`src/rtl/core/cau_pkg.sv`:
```
// ----------------------------------------------------------------------------
// cau_pkg
// Shared constants and operation codes of the complex arithmetic unit.
// ----------------------------------------------------------------------------
package cau_pkg;

    localparam int DATA_WIDTH_DEF = 32;
    localparam int FRAC_BITS_DEF  = 16;

    typedef enum logic [2:0] {
        ACT_ADD = 3'd0,
        ACT_SUB = 3'd1,
        ACT_MUL = 3'd2,
        ACT_DIV = 3'd3,
        ACT_INC = 3'd4,
        ACT_DEC = 3'd5
    } action_t;

endpackage

```
`src/rtl/core/cau_div_stage.sv`:
```
// ----------------------------------------------------------------------------
// cau_div_stage
// One restoring-division step for both quotient parts against a shared
// denominator, registered, with side information carried alongside.
// ----------------------------------------------------------------------------
module cau_div_stage
    import cau_pkg::*;
#(
    parameter int RW     = 65,
    parameter int QW     = 33,
    parameter int DW     = 64,
    parameter int SIDE_W = 8
)(
    input  logic              clk,
    input  logic              en,
    input  logic [RW-1:0]     r_re,
    input  logic [RW-1:0]     r_im,
    input  logic [QW-1:0]     q_re,
    input  logic [QW-1:0]     q_im,
    input  logic [QW-1:0]     low_re,
    input  logic [QW-1:0]     low_im,
    input  logic [DW-1:0]     den,
    input  logic [SIDE_W-1:0] side,
    output logic [RW-1:0]     r_re_o,
    output logic [RW-1:0]     r_im_o,
    output logic [QW-1:0]     q_re_o,
    output logic [QW-1:0]     q_im_o,
    output logic [QW-1:0]     low_re_o,
    output logic [QW-1:0]     low_im_o,
    output logic [DW-1:0]     den_o,
    output logic [SIDE_W-1:0] side_o
);

    logic [RW-1:0] sh_re, sh_im, dx;
    logic          ge_re, ge_im;
    logic [RW-1:0] r_re_next, r_im_next;

    always_comb
    begin
        dx        = RW'(den);
        sh_re     = {r_re[RW-2:0], low_re[QW-1]};
        sh_im     = {r_im[RW-2:0], low_im[QW-1]};
        ge_re     = sh_re >= dx;
        ge_im     = sh_im >= dx;
        r_re_next = ge_re ? sh_re - dx : sh_re;
        r_im_next = ge_im ? sh_im - dx : sh_im;
    end

    always_ff @(posedge clk)
    begin
        if (en)
        begin
            r_re_o   <= r_re_next;
            r_im_o   <= r_im_next;
            q_re_o   <= {q_re[QW-2:0], ge_re};
            q_im_o   <= {q_im[QW-2:0], ge_im};
            low_re_o <= low_re << 1;
            low_im_o <= low_im << 1;
            den_o    <= den;
            side_o   <= side;
        end
    end

endmodule

```
`config.mk`:
```
export PLATFORM = sky130hd
export DESIGN_NAME = cau_div_stage
export DESIGN_NICKNAME = d
export VERILOG_FILES = /design/src/rtl/core/cau_pkg.sv /design/src/rtl/core/cau_div_stage.sv
export SDC_FILE = /design/constraint.sdc
export NUM_CORES = 1
export LEC_CHECK = 0
export CAP_MARGIN = 20
export CORE_AREA = 2 2 262 264
export DETAILED_ROUTE_END_ITERATION = 10
export DIE_AREA = 0 0 264 266
export DONT_BUFFER_PORTS = 1
export PLACE_DENSITY = 0.4
export SLEW_MARGIN = 10
export SYNTH_ARGS = -nofsm -noshare
export SYNTH_HDL_FRONTEND = slang
export SYNTH_SLANG_ARGS = --single-unit
```
`constraint.sdc`:
```
create_clock -name clk -period 3.85 [get_ports clk]
set_clock_uncertainty 0.15 [all_clocks]
set_input_delay 0.77 -clock clk [delete_from_list [all_inputs] [get_ports clk]]
set_output_delay 0.77 -clock clk [all_outputs]
set_load 0.01 [all_outputs]
```
==> Yosys cells after proc, flatten, opt, wreduce, memory -nomap -nowiden <==
Cells that the tools add are included.
{ "classes": {"add_sub_neg": 2, "magnitude_cmp": 2, "muxes": 2} }
{ "ops": {"columns": ["cell", "count"], "rows": [
  ["65-bit by 64-bit greater-or-equal comparator with 1-bit output", 2],
  ["65-bit 2-to-1 mux", 2],
  ["65-bit by 64-bit subtractor with 65-bit output", 2]
]} }
{ "totals": {"ff_bits": 332, "inputBits": 336, "out_inout_bits": 334, "word_cells": 14} }

==> Longest topological paths before layout <==
Gate-level depths: netlist of run 1.
{ "logic_depth": {"depth_word": 2, "depth_mapped": 15, "depth_no_buf": 13} }

==> Worst setup path before layout of run 1 <==
No wires, ideal clock.
{ "synth_path": {"path_type": "input to register", "startpoint": "input den[20]", "endpoint": "register r_im_o[17] (data pin)", "setup_ns": 0.260, "arrival_ns": 3.673, "required_time_ns": 3.440, "slack_ns": -0.234, "cell_stages": 15, "n_path_buf": 3, "path_cell_list": "inv_1 ha_1 clkbuf_1 nand2_1 nor4_1 o21a_1 o21ai_2 a2111o_1 a2111oi_4 nor2_2 o21a_4 o21ai_4 buf_12 buf_12 mux2_4"} }
{ "synth_between": {"elab_chain_cells": 2} }
{ "synth_rtl": {"columns": ["element", "line", "text"], "rows": [
  ["start, declared", "cau_div_stage.sv:22", "input logic [DW-1:0] den,"],
  ["65-bit by 64-bit greater-or-equal comparator with 1-bit output", "cau_div_stage.sv:44", "ge_im = sh_im >= dx;"],
  ["65-bit 2-to-1 mux", "cau_div_stage.sv:46", "r_im_next = ge_im ? sh_im - dx : sh_im;"],
  ["via r_im_next[17]", "cau_div_stage.sv:36", "logic [RW-1:0] r_re_next, r_im_next;"],
  ["end signal, assigned", "cau_div_stage.sv:54", "r_im_o <= r_im_next;"],
  ["end, declared", "cau_div_stage.sv:25", "output logic [RW-1:0] r_im_o,"]
]} }
The timed path passes the listed nets, and every way through them passes these cells.
A chain may end at the register's enable or synchronous reset.

==> Final worst setup path of run 1 <==
{ "layout_path": {"startpoint": "input den[25]", "endpoint": "register r_im_o[41] (data pin)"} }
{ "layout_between": {"elab_chain_cells": 2, "elab_cells_between_ends": 3, "cone_classes": "add/sub: 1; order compare: 1; mux: 1"} }
{ "layout_rtl": {"columns": ["element", "line"], "rows": [
  ["65-bit by 64-bit subtractor with 65-bit output / 65-bit by 64-bit greater-or-equal comparator with 1-bit output (equally long branches)", "cau_div_stage.sv:46, cau_div_stage.sv:44"],
  ["65-bit 2-to-1 mux (*)", "cau_div_stage.sv:46"],
  ["via r_im_next[41]", "cau_div_stage.sv:36"]
]} }
The timed path passes the listed nets; every way through them passes the cells marked *.

==> flow_summary.json, run 1 <==
{
  "drt_iter0_drc": 997,
  "antenna_found_initial": 9,
  "worst-slew-pin-transition_ps": 1930,
  "cts_sinks": 332,
  "grt_pass1_wl_microns": 109000,
  "min_path_type": "primary input to flip-flop",
  "num_rows": 96,
  "drtPass1Iterations": 5,
  "num_io_pins": 670,
  "worstPathRequired_ps": 4030,
  "synthArstFlopShare_pct": 0,
  "cp_num_buf_inv": 5,
  "start_kind": "primary input",
  "route.detailed.wl_per_inst_microns": 24.6,
  "stdcell_area_sq_um": 26000,
  "slew_violations": 157,
  "drive_above_1_share_pct": 28.7,
  "synth_seq_cells": 332,
  "gp_congestion": 0.880,
  "dieArea_sq_um": 70200,
  "syn2layout_area_growth_pct": 32.7,
  "syn_area_sq_um": 19600,
  "critPathMaxFanout": 8,
  "grt_util_all_layers_pct": 21.1,
  "crit_cells": 16,
  "die_w_microns": 264,
  "core_region_area_sq_um": 67700,
  "overflow": 0,
  "timing.final.crit_share_pct": 102,
  "synthCells": 1799,
  "clkSlewWorstSetupHoldPaths_ps": 60,
  "die_h_microns": 266,
  "layout_setup_ws_ps": -82.9,
  "critPathLaunch": "den[25]",
  "crit_type": "primary input to flip-flop",
  "maxSlewHeadroom_pct": -28.9,
  "timing.critical_path.to": "r_im_o[41]",
  "synthDistinctLibCells": 73,
  "path_delay_family": "compound AO/OA/AOI/OAI gates",
  "placed_cell_area_sq_um": 23900,
  "io_buffers": 0,
  "fin_util_pct": 38.4,
  "avgSynthCellArea_sq_um": 10.9,
  "arrival_ps": 4110,
  "drv_cap": 0,
  "power.leakage_nw": 10.9,
  "powerDensity_nw_per_um2": 442,
  "setup_tns_ps": -1700,
  "n_fill_cell": 6776,
  "grt_pass1_vias": 16151,
  "whs_ps": 125,
  "most-common-layout-cells": "452 x buf_4, 332 x edfxtp_1, 209 x a21oi_1",
  "vias": 15730,
  "rsz0062_at_grt": "yes",
  "crit_path_end_kind": "flip-flop",
  "period_minus_slack_ps": 3930,
  "routed_wl_microns": 78200,
  "initial_utilization_pct": 29.0,
  "setup_viol": 36,
  "max_clock_freq_ghz": 0.254,
  "finalHoldViolCount": 0,
  "violations": "max-slew violations, negative setup slack",
  "ir_drop_mv": 0.237,
  "synth-edff-count": 332,
  "cts_tree": "done",
  "path_cells": "inv_8 -> ha_4 -> nand4_4 -> nor4_4 -> o21a_1 -> o21ai_4 -> a2111o_1 -> buf_12 -> a2111oi_4 -> nor2_2 -> o21a_4 -> o21ai_4 -> buf_8 -> buf_16 -> buf_16 -> mux2_4",
  "ant_nets": 0,
  "final_common_cell": "buf_4",
  "htreeDepth": 2,
  "slowest_stage": "a2111oi_4",
  "ys_seq_area_share_pct": 50.8,
  "vias_per_cell": 4.95,
  "grt_max_degree": 333,
  "yosys_warnings": 0,
  "nNetsFinal": 2724,
  "cts-root-buf": "clkbuf_16",
  "status": "finished with violations",
  "p_total_mw": 11.5,
  "dp_hpwl_microns": 63000,
  "clockBufferDepth": 3,
  "cts_made_buffers": 41,
  "drc_errors": 0,
  "critPathMaxStageDelay_ps": 440,
  "ys.flop_type": "edfxtp_1"
}
## worst min path at each step
stage                   start     endpoint  slack, ps  cells past startpoint
floorplan              den[0]     den_o[0]        720                      0
global placement     q_im[19]   q_im_o[20]        720                      0
detailed placement   q_im[19]   q_im_o[20]        720                      0
CTS                 low_im[5]  low_im_o[6]         90                      0
global route         q_re[19]   q_re_o[20]        100                      0
finish               q_re[19]   q_re_o[20]        130                      0
## power breakdown
group          internal (mW)  total, mW  switching, mW
registers               4.52       4.98          0.457
clock network           2.24       3.86           1.62
logic                   1.36       2.68           1.32
total                   8.13       11.5           3.39
## synthesized netlist by cell type, types with 5 or more instances
| cell | count | area (sq um) |
|---|---|---|
| mux2_2 | 16 | 180 |
| buf_2 | 9 | 45.0 |
| nor2b_1 | 17 | 106 |
| edfxtp_1 | 332 | 9970 |
| or2_2 | 6 | 37.5 |
| a211oi_1 | 12 | 90.1 |
| nor4_1 | 10 | 62.6 |
| o31ai_1 | 12 | 90.1 |
| nor2_1 | 141 | 529 |
| a31oi_1 | 20 | 125 |
| a21oi_1 | 211 | 1060 |
| o21ai_0 | 108 | 541 |
| nor3_1 | 33 | 165 |
| xor2_1 | 45 | 394 |
| a221oi_1 | 7 | 61.3 |
| inv_1 | 115 | 432 |
| nand2_1 | 126 | 473 |
| mux2i_1 | 5 | 50.1 |
| o31a_1 | 5 | 43.8 |
| and2_1 | 10 | 62.6 |
| xnor2_1 | 72 | 631 |
| or3_1 | 6 | 37.5 |
| mux2_1 | 5 | 56.3 |
| a21boi_0 | 9 | 67.6 |
| nand2b_1 | 17 | 106 |
| a21o_1 | 50 | 375 |
| mux2_4 | 40 | 601 |
| clkbuf_1 | 43 | 161 |
| o211ai_1 | 9 | 67.6 |
| nand3_1 | 31 | 155 |
| and3_1 | 5 | 31.3 |
| buf_12 | 6 | 120 |
| o21a_1 | 22 | 165 |
| ha_1 | 128 | 1600 |
| nand4_1 | 38 | 238 |
| o21bai_1 | 23 | 173 |
## through the flow
step | setup slack (ps) | instances
global placement | -856 | 3071
CTS | -49.0 | 3166
detailed placement | -873 | 3071
finish | -82.9 | 3179
floorplan | -108 | 1800
global route | -148 | 3179
## layout make-up
type	count	area, sq um	area share [%]
clock buffers	52	1090	4.18
inverters	115	457	1.75
well taps	882	1100	4.24
flip-flops and latches	332	9970	38.3
diodes	6	15.0	0.0577
repair buffers	478	3930	15.1
clock inverters	24	248	0.951
multi-input cells	1290	9230	35.4
## layer usage
| metal | GRT usage (%) | up-vias | wire length [microns] |
|---|---|---|---|
| met5 | 0 | - | 43 |
| met4 | 9.14 | 6 | 3160 |
| met3 | 7.66 | 122 | 6670 |
| met2 | 38.7 | 555 | 40200 |
| met1 | 21.5 | 7440 | 28100 |
| li1 | - | 7607 | - |
## flip-flops by register name, summed over array words and instances (netlist names)
name,count
q_re_o,33
r_im_o,65
den_o,64
r_re_o,65
side_o,8
low_im_o,32
q_im_o,33
low_re_o,32
## logic make-up after synthesis
logic type / Yosys count / share of synthesized area [%]
AO/OA/AOI/OAI: 525 / 16.4
XOR/XNOR: 117 / 5.22
adder cells (fa/ha/maj): 130 / 8.37
buffers and inverters: 178 / 4.02
flip-flops: 332 / 50.8
multiplexers: 66 / 4.52
other: 1 / 0.0191
AND/OR/NAND/NOR: 450 / 10.6
## repair_timing
action / in CTS / in global routing
setup endpoints to repair: 73 / 96
hold buffers: 0 / 0
setup buffers: 16 / 7
gates cloned: 4 / 3
pin swaps: 14 / 4
resized for setup: 31 / 48
(Power assumes the default switching activity.)
==> run 2: changes to the inputs <==
- SETUP_SLACK_MARGIN: unset -> 0.02
==> flow_summary.json, run 2 (same netlist as run 1, synthesis figures left out) <==
{
  "dieArea_sq_um": 70200,
  "max_clock_freq_ghz": 0.254,
  "htreeDepth": 2,
  "slew_violations": 130,
  "num_rows": 96,
  "path_delay_family": "compound AO/OA/AOI/OAI gates",
  "crit_path_end_kind": "flip-flop",
  "grt_util_all_layers_pct": 21.1,
  "worstPathRequired_ps": 4020,
  "setup_viol": 60,
  "violations": "max-slew violations, negative setup slack",
  "maxSlewHeadroom_pct": -24.0,
  "grt_pass1_vias": 16153,
  "regArea_sq_um": 9970,
  "syn2layout_area_growth_pct": 31.9,
  "gp_congestion": 0.880,
  "crit_type": "primary input to flip-flop",
  "crit_cells": 17,
  "die_w_microns": 264,
  "multi_input_comb_area_sq_um": 9130,
  "n_fill_cell": 6786,
  "most-common-layout-cells": "454 x buf_4, 332 x edfxtp_1, 210 x a21oi_1",
  "routed_wl_microns": 77900,
  "timing.final.crit_share_pct": 102,
  "cts_tree": "done",
  "slowest_stage": "a2111o_1",
  "drv_cap": 0,
  "powerDensity_nw_per_um2": 443,
  "start_kind": "primary input",
  "final_common_cell": "buf_4",
  "min_path_type": "primary input to flip-flop",
  "hold_start": "q_im[0]",
  "clockBufferDepth": 3,
  "status": "finished with violations",
  "vias": 15741,
  "overflow": 0,
  "timing.critical_path.to": "r_im_o[46]",
  "placed_cell_area_sq_um": 23900,
  "io_buffers": 0,
  "critPathMaxStageDelay_ps": 430,
  "period_minus_slack_ps": 3930,
  "clkSlewWorstSetupHoldPaths_ps": 60,
  "cts_made_buffers": 41,
  "ir_drop_mv": 0.235,
  "power.leakage_nw": 10.8,
  "rsz0062_at_grt": "yes",
  "path_cells": "inv_12 -> ha_4 -> nand4_4 -> nor4_4 -> buf_4 -> o21a_1 -> o21ai_4 -> a2111o_1 -> buf_6 -> a2111oi_4 -> nor2_2 -> o21a_4 -> o21ai_4 -> buf_8 -> buf_8 -> clkbuf_16 -> mux2_4",
  "antenna_found_initial": 9,
  "pre_cts_ws_ps": -873,
  "stdcell_area_sq_um": 25900,
  "die_h_microns": 266,
  "cp_num_buf_inv": 6,
  "layout_setup_ws_ps": -83.1,
  "critPathMaxFanout": 5,
  "arrival_ps": 4100,
  "grt_max_degree": 333,
  "ant_nets": 0,
  "drtPass1Iterations": 5,
  "drc_errors": 0,
  "route.detailed.wl_per_inst_microns": 24.5,
  "setup_tns_ps": -2690,
  "cts-root-buf": "clkbuf_16",
  "cts_sinks": 332,
  "nNetsFinal": 2723,
  "critPathLaunch": "den[25]",
  "finalHoldViolCount": 0,
  "vias_per_cell": 4.95,
  "drive_above_1_share_pct": 28.5,
  "postCtsHoldBufs": 0,
  "core_region_area_sq_um": 67700,
  "worst-slew-pin-transition_ps": 1860,
  "dp_hpwl_microns": 63000,
  "grt_pass1_wl_microns": 109000,
  "num_io_pins": 670,
  "reg_top3": "r_im_o: 65 flops, r_re_o: 65 flops, den_o: 64 flops",
  "drt_iter0_drc": 1079,
  "initial_utilization_pct": 29.0
}
[run 2: changes by cell type in the layout (fill, tap and decap cells not counted), sizes merged]
cell,before,now
clkbuf,55,54
[run 2: how the worst min path moves through the flow]
| stage | end | slack [ps] | cells after the start |
|---|---|---|---|
| 2_1_floorplan | den_o[0] | 720 | 0 |
| 3_3_place_gp | q_im_o[20] | 720 | 0 |
| 3_5_place_dp | q_im_o[20] | 720 | 0 |
| 4_1_cts | low_im_o[6] | 90 | 0 |
| 5_1_grt | q_re_o[20] | 100 | 0 |
| 6_report | q_im_o[1] | 130 | 0 |
[run 2: metal layers]
layer	vias to the layer above	share of wire, %	routed length, microns	track usage (%)
met3	122	8.6	6730	7.66
met4	6	3.9	3050	8.80
li1	7596	-	-	-
met1	7445	36	27800	21.5
met2	572	52	40200	38.8
met5	-	0.055	43	0
[run 2: power breakdown]
| group | switching [mW] | internal, mW |
|---|---|---|
| Combinational | 1.31 | 1.33 |
| Clock | 1.62 | 2.24 |
| Sequential | 0.456 | 4.52 |
[run 2: through the flow]
stage	utilization [%]	hold WS [ps]	power [mW]	cells
4_1_cts	37.9	93.5	11.6	3167
3_5_place_dp	35.3	719	7.56	3071
2_1_floorplan	-	719	6.38	1800
3_3_place_gp	35.3	719	7.56	3071
6_report	38.2	130	11.5	3178
5_1_grt	38.2	99.4	12.0	3178
[run 2: what timing repair did]
| action | CTS | global route |
|---|---|---|
| setup buffers | 16 | 4 |
| pin swaps | 8 | 4 |
| gates resized for setup | 31 | 24 |
| endpoints found under the setup margin | 75 | 100 |
| cloned | 4 | 2 |
[run 2: cell type report]
class | instances | area share, %
Antenna cell | 6 | 0.0580
Clock buffer | 52 | 4.20
Clock inverter | 24 | 0.957
Inverter | 115 | 1.78
Multi-Input combinational cell | 1290 | 35.3
Sequential cell | 332 | 38.5
Tap cell | 882 | 4.26
Timing Repair Buffer | 477 | 15.0
==> run 3: changes to the inputs <==
- CORE_AREA: 2 2 262 264 -> 4 4 257 259
- DIE_AREA: 0 0 264 266 -> 0 0 261 263
- clock period: 3.85 -> 4.5 ns (I/O delays scaled with it)
==> flow_summary.json, run 3 (same netlist as run 1, synthesis figures left out) <==
{
  "drc_errors": 0,
  "num_io_pins": 670,
  "start_kind": "primary input",
  "most-common-layout-cells": "332 x edfxtp_1, 211 x a21oi_1, 210 x buf_4",
  "drt_iter0_drc": 831,
  "core_region_area_sq_um": 63900,
  "num_rows": 93,
  "powerDensity_nw_per_um2": 398,
  "reg_top3": "r_im_o: 65 flops, r_re_o: 65 flops, den_o: 64 flops",
  "timing.final.crit_share_pct": 92.1,
  "critPathLaunch": "den[26]",
  "setup_viol": 0,
  "dieArea_sq_um": 68600,
  "die_w_microns": 261,
  "n_fill_cell": 6365,
  "hold_start": "q_im[16]",
  "routed_wl_microns": 74000,
  "max_clock_freq_ghz": 0.241,
  "nNetsFinal": 2458,
  "initial_utilization_pct": 30.7,
  "critPathMaxFanout": 35,
  "syn2layout_area_growth_pct": 18.5,
  "drv_cap": 0,
  "postCtsSetupRepairBufs": 0,
  "vias_per_cell": 5.07,
  "grt_pass1_vias": 14482,
  "io_buffers": 0,
  "arrival_ps": 4300,
  "grt_pass1_wl_microns": 103000,
  "postCtsHoldBufs": 0,
  "grt_max_degree": 333,
  "dp_hpwl_microns": 61200,
  "antenna_found_initial": 8,
  "vias": 14581,
  "slew_violations": 0,
  "cts_tree": "done",
  "worst-slew-pin-transition_ps": 1090,
  "whs_ps": 280,
  "final_common_cell": "edfxtp_1",
  "multi_input_comb_area_sq_um": 8880,
  "cts_made_buffers": 40,
  "period_minus_slack_ps": 4140,
  "crit_path_end_kind": "flip-flop",
  "rsz0062_at_grt": "no",
  "clockBufferDepth": 3,
  "status": "finished clean",
  "gp_congestion": 0.861,
  "drtPass1Iterations": 5,
  "crit_type": "primary input to flip-flop",
  "worstPathRequired_ps": 4660,
  "cts-root-buf": "clkbuf_16",
  "cts_sinks": 332,
  "clkSlewWorstSetupHoldPaths_ps": 60,
  "route.detailed.wl_per_inst_microns": 25.7,
  "power.leakage_nw": 9.29,
  "htreeDepth": 2,
  "min_path_type": "primary input to flip-flop",
  "grt_util_all_layers_pct": 20.3,
  "maxSlewHeadroom_pct": 27.5,
  "ir_drop_mv": 0.235,
  "finalHoldViolCount": 0,
  "drive_above_1_share_pct": 16.9,
  "overflow": 0,
  "stdcell_area_sq_um": 23200,
  "cts_resized": 0,
  "ant_nets": 0,
  "placed_cell_area_sq_um": 22000,
  "regArea_sq_um": 9970,
  "die_h_microns": 263
}
[run 3: cell count changes in the layout (fill, tap and decap cells not counted), sizes merged]
cell / before / now
clkbuf: 54 / 43
diode: 6 / 4
clkinvlp: 1 / 4
inv: 119 / 118
buf: 475 / 213
[run 3: final timing paths]
path / to / slack (ps) / depth (start not counted)
max: r_im_o[30] / 360 / 14
min: q_im_o[17] / 280 / 0
[run 3: stage by stage]
step | util, % | TNS (ps) | setup WS, ps | power, mW | instances
after global routing | 36.4 | 0 | 165 | 9.72 | 2878
after detailed placement | 34.4 | -11670 | -220 | 6.20 | 2805
after global placement | 34.4 | -9340 | -178 | 6.21 | 2805
after floorplan | - | 0 | 286 | 5.44 | 1800
after CTS | 36.4 | 0 | 365 | 9.41 | 2874
final | 36.4 | 0 | 355 | 9.26 | 2878
[run 3: critical path, stage by stage]
cell and delay (ps):
inv_1 30, ha_1 310, nand4_2 130, nor4_1 340, buf_4 180, o21a_1 120, o21ai_2 130, a2111o_1 490
a2111oi_4 480, nor2_2 80, o21a_4 220, o21ai_4 210, buf_12 280, mux2_4 340
[run 3: metal layers]
| layer | GRT usage, % | wire length, microns |
|---|---|---|
| met1 | 22.4 | 27800 |
| met2 | 37.4 | 38400 |
| met3 | 6.51 | 5780 |
| met4 | 5.82 | 2040 |
| met5 | 0 | 20 |
[run 3: area by class of cell]
cell class                 count  area share, %
multi-input combinational   1290           38.2
sequential                   332           42.9
clock inverter                26           1.02
clock buffer                  43           4.35
inverter                     115           1.86
tap                          855           4.60
timing repair buffer         213           7.04
antenna                        4         0.0431
[run 3: power by group]
group	internal [mW]	total [mW]	switching (mW)	leakage, nW
combinational	0.859	1.87	1.01	5.44
clock	1.81	3.13	1.33	0.598
sequential	3.87	4.25	0.386	3.25
total	6.53	9.26	2.72	9.29
